## src/rtl/bounded_deque_with_search_top_assert.svh

```systemverilog
// assertion macros for the deque top level
`ifndef BOUNDED_DEQUE_WITH_SEARCH_TOP_ASSERT_SVH
`define BOUNDED_DEQUE_WITH_SEARCH_TOP_ASSERT_SVH

// same-cycle implication, checked out of reset
`define BDQS_ASSERT_NOW(lbl, ante, cons) \
    lbl: assert property (@(posedge aclk) disable iff (!aresetn) (ante) |-> (cons)) \
        else $error("deque check failed");

// next-cycle implication, checked out of reset
`define BDQS_ASSERT_NEXT(lbl, ante, cons) \
    lbl: assert property (@(posedge aclk) disable iff (!aresetn) (ante) |=> (cons)) \
        else $error("deque check failed");

`endif

```

## src/rtl/bdqs_pkg.sv

```systemverilog
`timescale 1ns / 1ps
package bdqs_pkg;

    localparam int KIND_W   = 3;
    localparam int VALUE_W  = 32;
    localparam int STATUS_W = 2;

    localparam logic [KIND_W-1:0] KIND_PUSH_FRONT = 3'd0;
    localparam logic [KIND_W-1:0] KIND_PUSH_BACK  = 3'd1;
    localparam logic [KIND_W-1:0] KIND_POP_FRONT  = 3'd2;
    localparam logic [KIND_W-1:0] KIND_POP_BACK   = 3'd3;
    localparam logic [KIND_W-1:0] KIND_SEARCH     = 3'd4;

    localparam logic [STATUS_W-1:0] STATUS_OK    = 2'd0;
    localparam logic [STATUS_W-1:0] STATUS_FULL  = 2'd1;
    localparam logic [STATUS_W-1:0] STATUS_EMPTY = 2'd2;
    localparam logic [STATUS_W-1:0] STATUS_MISS  = 2'd3;

    typedef enum logic [1:0] {
        ST_IDLE,
        ST_SCAN,
        ST_DONE
    } state_t;

endpackage

```

## src/rtl/bounded_deque_with_search_top.sv

```systemverilog
`timescale 1ns / 1ps
// Bounded double-ended queue of 32-bit values with a linear key search, held in a
// single-port-write, single-port-read ring memory of DEPTH entries. Each input beat is
// one operation and yields exactly one result beat carrying status, the 1-based match
// position and the occupancy after the operation. One operation is in flight at a time.
// Push, pop and unused kinds go straight to the done state; a search with entries held
// first scans them from the front, one read per cycle from the memory read port, and
// stops at the first match or after the last held entry, so it reads at most DEPTH
// entries. A search on an empty queue does not scan. In the done state the result is
// loaded into the output register once that is free, and the next beat can be accepted
// after that. The result sits in an output register, so an accepted operation
// completes while the previous result still waits.
module bounded_deque_with_search_top #(
    parameter int DEPTH = 16,
    localparam int IDX_W = (DEPTH > 1) ? $clog2(DEPTH) : 1,
    localparam int CNT_W = $clog2(DEPTH + 1),
    localparam int OUT_W = ((2 * CNT_W + 7) / 8) * 8
) (
    input  logic             aclk,
    input  logic             aresetn,
    input  logic             s_tvalid,
    output logic             s_tready,
    input  logic [31:0]      s_tdata,   // value[31:0]
    input  logic [2:0]       s_tuser,   // kind[2:0]
    output logic             m_tvalid,
    input  logic             m_tready,
    output logic [OUT_W-1:0] m_tdata,   // position, occupancy, zero pad
    output logic [1:0]       m_tuser    // status[1:0]
);

    `include "bounded_deque_with_search_top_assert.svh"

    logic                          ram_we;
    logic [IDX_W-1:0]              ram_waddr;
    logic [bdqs_pkg::VALUE_W-1:0]  ram_wdata;
    logic                          ram_re;
    logic [IDX_W-1:0]              ram_raddr;
    logic [bdqs_pkg::VALUE_W-1:0]  ram_rdata;
    logic [CNT_W-1:0]              position;
    logic [CNT_W-1:0]              occupancy;

    bdqs_ram #(
        .DEPTH (DEPTH)
    ) u_ram (
        .aclk  (aclk),
        .we    (ram_we),
        .waddr (ram_waddr),
        .wdata (ram_wdata),
        .re    (ram_re),
        .raddr (ram_raddr),
        .rdata (ram_rdata)
    );

    bdqs_ctrl #(
        .DEPTH (DEPTH)
    ) u_ctrl (
        .aclk        (aclk),
        .aresetn     (aresetn),
        .s_valid     (s_tvalid),
        .s_ready     (s_tready),
        .s_kind      (s_tuser),
        .s_value     (s_tdata),
        .m_valid     (m_tvalid),
        .m_ready     (m_tready),
        .m_status    (m_tuser),
        .m_position  (position),
        .m_occupancy (occupancy),
        .ram_we      (ram_we),
        .ram_waddr   (ram_waddr),
        .ram_wdata   (ram_wdata),
        .ram_re      (ram_re),
        .ram_raddr   (ram_raddr),
        .ram_rdata   (ram_rdata)
    );

    assign m_tdata = OUT_W'({occupancy, position});

    `BDQS_ASSERT_NEXT(a_one_in_flight, s_tvalid && s_tready, !s_tready)
    `BDQS_ASSERT_NOW(a_pos_means_found, m_tvalid && (position != '0), m_tuser == bdqs_pkg::STATUS_OK && position <= occupancy)
    `BDQS_ASSERT_NOW(a_full_occ, m_tvalid && (m_tuser == bdqs_pkg::STATUS_FULL), occupancy == CNT_W'(DEPTH))
    `BDQS_ASSERT_NOW(a_empty_occ, m_tvalid && (m_tuser == bdqs_pkg::STATUS_EMPTY), occupancy == '0)

endmodule

```

## src/rtl/bdqs_ram.sv

```systemverilog
`timescale 1ns / 1ps
module bdqs_ram #(
    parameter int DEPTH = 16,
    localparam int IDX_W = (DEPTH > 1) ? $clog2(DEPTH) : 1
) (
    input  logic                          aclk,
    input  logic                          we,
    input  logic [IDX_W-1:0]              waddr,
    input  logic [bdqs_pkg::VALUE_W-1:0]  wdata,
    input  logic                          re,
    input  logic [IDX_W-1:0]              raddr,
    output logic [bdqs_pkg::VALUE_W-1:0]  rdata
);

    logic [bdqs_pkg::VALUE_W-1:0] mem [DEPTH];
    logic [bdqs_pkg::VALUE_W-1:0] rdata_reg;

    always_ff @(posedge aclk) begin
        if (we) begin
            mem[waddr] <= wdata;
        end
    end

    always_ff @(posedge aclk) begin
        if (re) begin
            rdata_reg <= mem[raddr];
        end
    end

    assign rdata = rdata_reg;

endmodule

```

## src/rtl/bdqs_ctrl.sv

```systemverilog
`timescale 1ns / 1ps
module bdqs_ctrl #(
    parameter int DEPTH = 16,
    localparam int IDX_W = (DEPTH > 1) ? $clog2(DEPTH) : 1,
    localparam int CNT_W = $clog2(DEPTH + 1)
) (
    input  logic                          aclk,
    input  logic                          aresetn,
    input  logic                          s_valid,
    output logic                          s_ready,
    input  logic [bdqs_pkg::KIND_W-1:0]   s_kind,
    input  logic [bdqs_pkg::VALUE_W-1:0]  s_value,
    output logic                          m_valid,
    input  logic                          m_ready,
    output logic [bdqs_pkg::STATUS_W-1:0] m_status,
    output logic [CNT_W-1:0]              m_position,
    output logic [CNT_W-1:0]              m_occupancy,
    output logic                          ram_we,
    output logic [IDX_W-1:0]              ram_waddr,
    output logic [bdqs_pkg::VALUE_W-1:0]  ram_wdata,
    output logic                          ram_re,
    output logic [IDX_W-1:0]              ram_raddr,
    input  logic [bdqs_pkg::VALUE_W-1:0]  ram_rdata
);

    localparam int SUM_W = CNT_W + 1;
    localparam logic [IDX_W-1:0] LAST_SLOT = IDX_W'(DEPTH - 1);
    localparam logic [CNT_W-1:0] FULL_CNT  = CNT_W'(DEPTH);
    localparam logic [SUM_W-1:0] DEPTH_SUM = SUM_W'(DEPTH);

    bdqs_pkg::state_t state_reg, state_next;

    logic [IDX_W-1:0]              front_reg, front_next;
    logic [CNT_W-1:0]              count_reg, count_next;
    logic [IDX_W-1:0]              slot_reg, slot_next;
    logic [CNT_W-1:0]              issued_reg, issued_next;
    logic                          cmp_vld_reg, cmp_vld_next;
    logic [CNT_W-1:0]              cmp_pos_reg, cmp_pos_next;
    logic [bdqs_pkg::VALUE_W-1:0]  key_reg, key_next;
    logic [bdqs_pkg::STATUS_W-1:0] res_status_reg, res_status_next;
    logic [CNT_W-1:0]              res_pos_reg, res_pos_next;
    logic                          out_vld_reg, out_vld_next;
    logic [bdqs_pkg::STATUS_W-1:0] out_status_reg;
    logic [CNT_W-1:0]              out_pos_reg;
    logic [CNT_W-1:0]              out_occ_reg;

    logic             accept;
    logic             load_out;
    logic             scan_start;
    logic             issue;
    logic             hit;
    logic             scan_end;
    logic [SUM_W-1:0] back_sum;
    logic [IDX_W-1:0] back_slot;
    logic [IDX_W-1:0] front_dec;
    logic [IDX_W-1:0] front_inc;

    assign accept = s_valid && s_ready;
    assign issue  = (state_reg == bdqs_pkg::ST_SCAN) && (issued_reg < count_reg);
    assign hit    = (state_reg == bdqs_pkg::ST_SCAN) && cmp_vld_reg && (ram_rdata == key_reg);
    assign scan_end = (state_reg == bdqs_pkg::ST_SCAN) && !issue;
    assign scan_start = accept && (s_kind == bdqs_pkg::KIND_SEARCH) && (count_reg != '0);

    assign back_sum  = SUM_W'(front_reg) + SUM_W'(count_reg);
    assign back_slot = (back_sum >= DEPTH_SUM) ? IDX_W'(back_sum - DEPTH_SUM) : IDX_W'(back_sum);
    assign front_dec = (front_reg == '0) ? LAST_SLOT : front_reg - IDX_W'(1);
    assign front_inc = (front_reg == LAST_SLOT) ? '0 : front_reg + IDX_W'(1);

    // next state
    always_comb begin
        state_next = state_reg;
        unique case (state_reg)
            bdqs_pkg::ST_IDLE: begin
                if (scan_start) begin
                    state_next = bdqs_pkg::ST_SCAN;
                end else if (accept) begin
                    state_next = bdqs_pkg::ST_DONE;
                end
            end
            bdqs_pkg::ST_SCAN: begin
                if (hit || scan_end) begin
                    state_next = bdqs_pkg::ST_DONE;
                end
            end
            bdqs_pkg::ST_DONE: begin
                if (!out_vld_reg || m_ready) begin
                    state_next = bdqs_pkg::ST_IDLE;
                end
            end
            default: state_next = bdqs_pkg::ST_IDLE;
        endcase
    end

    // state outputs
    always_comb begin
        s_ready  = 1'b0;
        load_out = 1'b0;
        unique case (state_reg)
            bdqs_pkg::ST_IDLE: s_ready  = 1'b1;
            bdqs_pkg::ST_SCAN: s_ready  = 1'b0;
            bdqs_pkg::ST_DONE: load_out = !out_vld_reg || m_ready;
            default: begin
                s_ready  = 1'b0;
                load_out = 1'b0;
            end
        endcase
    end

    // operation datapath
    always_comb begin
        front_next      = front_reg;
        count_next      = count_reg;
        key_next        = key_reg;
        res_status_next = res_status_reg;
        res_pos_next    = res_pos_reg;
        ram_we          = 1'b0;
        ram_waddr       = back_slot;
        ram_wdata       = s_value;
        if (accept) begin
            res_status_next = bdqs_pkg::STATUS_OK;
            res_pos_next    = '0;
            key_next        = s_value;
            unique case (s_kind)
                bdqs_pkg::KIND_PUSH_FRONT: begin
                    if (count_reg == FULL_CNT) begin
                        res_status_next = bdqs_pkg::STATUS_FULL;
                    end else begin
                        front_next = front_dec;
                        count_next = count_reg + CNT_W'(1);
                        ram_we     = 1'b1;
                        ram_waddr  = front_dec;
                    end
                end
                bdqs_pkg::KIND_PUSH_BACK: begin
                    if (count_reg == FULL_CNT) begin
                        res_status_next = bdqs_pkg::STATUS_FULL;
                    end else begin
                        count_next = count_reg + CNT_W'(1);
                        ram_we     = 1'b1;
                    end
                end
                bdqs_pkg::KIND_POP_FRONT: begin
                    if (count_reg == '0) begin
                        res_status_next = bdqs_pkg::STATUS_EMPTY;
                    end else begin
                        front_next = front_inc;
                        count_next = count_reg - CNT_W'(1);
                    end
                end
                bdqs_pkg::KIND_POP_BACK: begin
                    if (count_reg == '0) begin
                        res_status_next = bdqs_pkg::STATUS_EMPTY;
                    end else begin
                        count_next = count_reg - CNT_W'(1);
                    end
                end
                bdqs_pkg::KIND_SEARCH: begin
                    res_status_next = bdqs_pkg::STATUS_MISS;
                end
                default: begin
                    res_status_next = bdqs_pkg::STATUS_OK;
                end
            endcase
        end else if (hit) begin
            res_status_next = bdqs_pkg::STATUS_OK;
            res_pos_next    = cmp_pos_reg;
        end
    end

    // scan pipeline: issue one read per cycle, compare the previous read
    always_comb begin
        slot_next    = slot_reg;
        issued_next  = issued_reg;
        cmp_vld_next = 1'b0;
        cmp_pos_next = cmp_pos_reg;
        ram_re       = issue;
        ram_raddr    = slot_reg;
        if (scan_start) begin
            slot_next   = front_reg;
            issued_next = '0;
        end else if (issue && !hit) begin
            slot_next    = (slot_reg == LAST_SLOT) ? '0 : slot_reg + IDX_W'(1);
            issued_next  = issued_reg + CNT_W'(1);
            cmp_vld_next = 1'b1;
            cmp_pos_next = issued_reg + CNT_W'(1);
        end
    end

    always_comb begin
        out_vld_next = out_vld_reg;
        if (load_out) begin
            out_vld_next = 1'b1;
        end else if (m_ready) begin
            out_vld_next = 1'b0;
        end
    end

    always_ff @(posedge aclk) begin
        if (!aresetn) begin
            state_reg   <= bdqs_pkg::ST_IDLE;
            front_reg   <= '0;
            count_reg   <= '0;
            cmp_vld_reg <= 1'b0;
            out_vld_reg <= 1'b0;
        end else begin
            state_reg   <= state_next;
            front_reg   <= front_next;
            count_reg   <= count_next;
            cmp_vld_reg <= cmp_vld_next;
            out_vld_reg <= out_vld_next;
        end
    end

    always_ff @(posedge aclk) begin
        slot_reg       <= slot_next;
        issued_reg     <= issued_next;
        cmp_pos_reg    <= cmp_pos_next;
        key_reg        <= key_next;
        res_status_reg <= res_status_next;
        res_pos_reg    <= res_pos_next;
        if (load_out) begin
            out_status_reg <= res_status_reg;
            out_pos_reg    <= res_pos_reg;
            out_occ_reg    <= count_reg;
        end
    end

    assign m_valid     = out_vld_reg;
    assign m_status    = out_status_reg;
    assign m_position  = out_pos_reg;
    assign m_occupancy = out_occ_reg;

endmodule

```

## config.mk

```make
export PLATFORM = sky130hd
export DESIGN_NAME = bounded_deque_with_search_top
export DESIGN_NICKNAME = d
export VERILOG_FILES = /design/src/rtl/bdqs_pkg.sv /design/src/rtl/bounded_deque_with_search_top.sv /design/src/rtl/bdqs_ram.sv /design/src/rtl/bdqs_ctrl.sv
export VERILOG_INCLUDE_DIRS = /design/src /design/src/rtl
export SDC_FILE = /design/constraint.sdc
export NUM_CORES = 1
export LEC_CHECK = 0
export BUFFER_PORTS_ARGS = -buffer_cell sky130_fd_sc_hd__buf_2
export CAP_MARGIN = 20
export CORE_MARGIN = 4
export CORE_UTILIZATION = 55
export CTS_BUF_LIST = sky130_fd_sc_hd__clkbuf_8
export DETAILED_ROUTE_END_ITERATION = 6
export GPL_TIMING_DRIVEN = 0
export PLACE_DENSITY_LB_ADDON = 0.15
export REMOVE_ABC_BUFFERS = 1
export SYNTH_ARGS = -nofsm -noshare
export SYNTH_HDL_FRONTEND = slang
export SYNTH_SLANG_ARGS = --single-unit
```

## constraint.sdc

```tcl
create_clock -name aclk -period 4.8 [get_ports aclk]
set_input_delay 0.48 -clock aclk [delete_from_list [all_inputs] [get_ports aclk]]
set_output_delay 0.48 -clock aclk [all_outputs]
set_load 0.02 [all_outputs]
```

# After elaboration in Yosys (flattened, before gate mapping)
# Memory sizes are Yosys's and may differ from the RTL's. A register that Yosys moved wholly into a read port is not among the register bits.
# Index checks and enable logic that the tools add are counted.
# word_totals
in_bits	39
mem_count	1
wordCells	109
ram_bits	512
ff_bits	78
# classes
n_reduce_logical	30
eq_ne	17
muxes	35
add_sub_neg	8
n_lt_le_gt_ge	2
bitwise	2
# memory_table
name	depth	width	read_ports	rd_ports_with_merged_regs	write_ports	line_no	text
u_ram.mem	16	32	1	1	1	bdqs_ram.sv:15	logic [bdqs_pkg::VALUE_W-1:0] mem [DEPTH];
# op_table
operator	count
4-bit two-way mux	11
32-bit == test	1
2-bit two-way mux	7
2-bit one-hot mux with 3 select lines	2
1-bit two-way mux	11
5-bit by 1-bit adder with 5-bit output, second input constant	2
5-bit two-way mux	2
2-bit inequality test, second input constant	5
5-bit one-hot mux with 2 select lines	1
2-bit nonzero test	5
4-bit by 1-bit adder with 4-bit output, second input constant	2
4-bit == test, second input constant	2
1-bit logical AND	8
4-bit one-hot mux with 2 select lines	1
4-bit AND reduction	2
4-bit by 1-bit subtractor with 4-bit output, second input constant	2
4-bit by 5-bit adder with 6-bit output	1
3-bit by 2-bit == test with 1-bit output, second input constant	2
6-bit by 5-bit >= comparator with 1-bit output, second input constant	1
2-bit OR reduction	3
5-bit == test, second input constant	1
5-bit logical NOT	1
5-bit < comparator	1
5-bit nonzero test	1
15 further kinds	19

# Longest topological paths before layout
# depth
word_depth	7
ltp_mapped	10
mapped_depth_nobuf	9

# Cells and area by module
# From an unflattened synthesis, not the netlist that was laid out.
# unflattened
hier_cells	1192
hier_area_um2	24170.7
# by_module_without_submodules
mod	n_inst	cells_per_inst	area_each_um2	seq_area_each_um2
bdqs_ram	1	838	20155.6	16335.7
bdqs_ctrl	1	347	3966.3	2112.0
bounded_deque_with_search_top	1	7	48.8	0.0

# Worst setup path before layout
# No wires, ideal clock.
# synth_timing
path_type	input to register
from	input s_tvalid
to	memory u_ram.mem[10][0] (netlist name), enable pin
slack_ps	1077
arrival_time_ps	3302
stages	7
setup_ps	421
cell_sequence	or3b_1 > buf_6 > a2111oi_4 > and2b_2 > mux2i_1 > nand2_1 > nor2_1
# synth_between
elab_chain_len	4
word_cells_on_any_way	5
# synth_rtl
item	line_no	text
start, declared	bounded_deque_with_search_top.sv:21	input logic s_tvalid,
1-bit logical AND (*)	bdqs_ctrl.sv:58	assign accept = s_valid && s_ready;
1-bit two-way mux	bdqs_ctrl.sv:119	if (accept) begin
1-bit two-way mux	bdqs_ram.sv:19	if (we) begin
1-bit two-way mux (not written as such)	bdqs_ram.sv:20	mem[waddr] <= wdata;
end, declared	bdqs_ram.sv:15	
# Every way passes the cells marked *; elsewhere a longest branch is shown, timed or not.

# Final worst setup path
# layout_timing
from	register u_ctrl.count_reg[0]
to	memory u_ram.mem[4][31] (netlist name), enable pin
# layout_between
elab_chain_len	6
word_cells_on_any_way	13
# layout_rtl
item	line_no	text
start, declared	bdqs_ctrl.sv:34	logic [CNT_W-1:0] count_reg, count_next;
start signal, assigned	bdqs_ctrl.sv:208	count_reg <= count_next;
4-bit by 5-bit adder with 6-bit output or 5-bit == test (tied branches)	bdqs_ctrl.sv:64, bdqs_ctrl.sv:125, bdqs_ctrl.sv:135	
6-bit by 5-bit >= comparator with 1-bit output, or another cell as far along	bdqs_ctrl.sv:65	assign back_slot = (back_sum >= DEPTH_SUM) ? IDX_W'(back_sum - DEPTH_SUM) : IDX_W'(back_sum);
4-bit two-way mux or 1-bit two-way mux (tied branches)	n/a	
4-bit two-way mux or 1-bit two-way mux (tied branches)	bdqs_ctrl.sv:125, bdqs_ctrl.sv:119	
4-bit two-way mux or 1-bit two-way mux (tied branches)	bdqs_ctrl.sv:123, bdqs_ram.sv:19	
4-bit two-way mux or 1-bit two-way mux (tied branches)	bdqs_ctrl.sv:119, bdqs_ram.sv:20	
# Parallel ways exist; a longest one is shown, timed or not.

==> flow_metrics.py <==
metrics = {
    "placed_design": {
        "io_buffers": 52,
        "gp_congestion": 0.7671,
        "dp_slack_ps": 1005,
        "dp_hpwl_microns": 29750,
    },
    "pwr": {
        "p_total_mw": 10.40,
        "p_per_area_nw_per_um2": 374.3,
        "p_leak_nw": 9.142,
        "max-vdd-ir-drop_uv": 308.0,
    },
    "die": {
        "ios": 59,
        "core_area_sq_um": 43080,
        "start_util": 0.5572,
        "dieArea_sq_um": 47040,
        "die_height_microns": 216.9,
        "num_rows": 76,
        "fp.dieW_microns": 216.9,
    },
    "grt": {
        "grt_overflow_total": 0,
        "grt_max_degree": 24,
        "antenna_found_initial": 4,
        "grt_pass1_vias": 11730,
        "grt_usage": 0.2207,
        "grt_pass1_wl_microns": 75930,
    },
    "timing": {
        "period_share": 0.7690,
        "timing.final.max_slew_violations": 0,
        "hold_viol": 0,
        "max_slew_margin": 0.2426,
        "setup_ws_ps": 1109,
        "whs_ps": 182.2,
        "grt_setup_unrepaired": "no",
        "worstMarginPinSlew_ps": 1126,
        "post-route-min-period_ps": 3691,
        "setup_viol": 0,
        "clock_skew_ps": 16.85,
        "tns_ps": 0,
        "max_freq_mhz": 270.9,
    },
    "worst_setup_path": {
        "critPathKind": "reg -> reg",
        "slowest_stage": "nor4_1",
        "max_stage_delay_ps": 860,
        "cp.arrival_ps": 4030,
        "cp_max_fo": 17,
        "path_cells": "nor4_1 -> a2111oi_4 -> and2b_2 -> mux2_1 -> nand2_1 -> nor2_4 -> buf_12",
        "startpoint_type": "flip-flop",
        "end_kind": "flip-flop",
        "required_ps": 5140,
    },
    "logic_synthesis": {
        "netlist_area_sq_um": 24000,
        "synth_top_area_cell": "edfxtp_1",
        "synth-async-reset-ratio": 0,
        "synth_edf_count": 599,
        "synth_flop_cell": "edfxtp_1",
        "ys_warn_count": 0,
        "synth.top_cell.area_share": 0.7495,
        "synth.distinct_cells": 52,
        "ys_ff_latch": 622,
        "synthCells": 1087,
        "avgSynthCellArea_sq_um": 22.08,
        "ys_seq_area_frac": 0.7686,
        "yosys-top-cells-area": "edfxtp_1 75%, mux4_2 15%, dfxtp_1 1.9%",
    },
    "finish": {
        "layout_commonest_cell": "edfxtp_1",
        "drive_gt1_frac": 0.3062,
        "nNetsFinal": 1292,
        "largest_reg_flops": 512,
        "layout-area-overhead-vs-synth_pct": 15.73,
        "mostFrequentLayoutCells": "599 x edfxtp_1, 160 x mux4_2, 100 x clkbuf_8, 55 x inv_1, 52 x buf_2",
        "final_util": 0.6448,
    },
    "clock_network": {
        "clk_pin_slew_ps": 60,
        "clock_sinks": 622,
        "clk_latency_ps": 650,
        "ctsHtreeMaxLevel": 3,
        "cts_setup_buffers": 0,
        "cts_root_buf": "clkbuf_8",
        "cts_tree": "built",
        "clock_path_buffers": 3,
        "cts_buffers": 96,
        "postCtsHoldBufs": 0,
        "ctsResizeCount": 0,
    },
    "detailed_routing": {
        "ant_nets": 0,
        "drt_wl_total_microns": 50500,
        "viasPerCell": 5.911,
        "vias": 11250,
        "drt_iter0_drc": 1186,
        "drc": 0,
        "wl_per_cell_microns": 26.54,
        "first_pass_iters": 5,
    },
    "run": {
        "maxCapViolations": 0,
    },
    "min_path": {
        "hold_path.class": "in -> reg",
    },
    "outcome": {
        "status": "finished, final reports clean",
    },
}
## report_power, final
group | leakage, nW | internal [mW] | switching, mW
clock | 1.04 | 1.99 | 1.98
combinational | 2.50 | 0.136 | 0.231
sequential | 5.60 | 6.02 | 0.0416
## cell type report
class	count	area [sq um]
diodes	2	5.005
clock buffers	100	1376
clock inverters	77	360.3
fillers	2856	15300
inverters	15	56.30
multi-input cells	402	5390
flip-flops and latches	622	18450
well taps	585	732.0
repair buffers	100	1409
## path summary, 6_finish.rpt
check	depth (start not counted)	from	endpoint	slack [ps]
setup / recovery	7	u_ctrl.count_reg[0]	u_ram.mem[4][31]	1110
hold / removal	4	m_tready	u_ctrl.state_reg[1]	180
setup reg to reg	7	u_ctrl.count_reg[0]	u_ram.mem[4][31]	1110
hold reg to reg	0	u_ctrl.res_status_reg[1]	u_ctrl.m_status[1]	420
## cell usage after synthesis, drive strengths merged, types with 8 or more instances
master  instances
ha             14
inv            15
nand2          26
buf            25
mux4          160
clkbuf         28
dfxtp          23
edfxtp        599
o21ai          13
xor2           37
nor2           34
mux2i          11
a21oi          12
nor4            8
## routing by layer
metal	share of wire	vias up	global-route usage
met5	0.00026	-	0
met4	0.025	2	0.07123
met3	0.064	85	0.04245
met2	0.48	399	0.3476
met1	0.43	5932	0.3204
li1	-	4831	-
## worst max-delay path: cells and delay by family (launching register included)
kind	cells	cell delay (ps)
buf+inv	1	280
compound gates	1	220
simple gates	4	2210
flops	1	430
mux	1	240
## logic make-up after synthesis
group                      Yosys count  synth area share
muxes                              173            0.1557
AOI/OAI and AO/OA                   58           0.01679
DFF                                622            0.7686
and+or+nand+nor                    106           0.02132
buffers and inverters               68           0.01277
other                                1         0.0001562
adders and majority gates           16          0.008967
xor gates and xnor gates            43           0.01569
## per-stage QoR
stage	instances	instance area, sq um
detailed placement	1724	26040
floorplan	1039	23770
CTS	1901	27770
finish	1903	27780
global placement	1676	24760
global route	1901	27770
No activity file was read; power rests on OpenSTA's default activity.
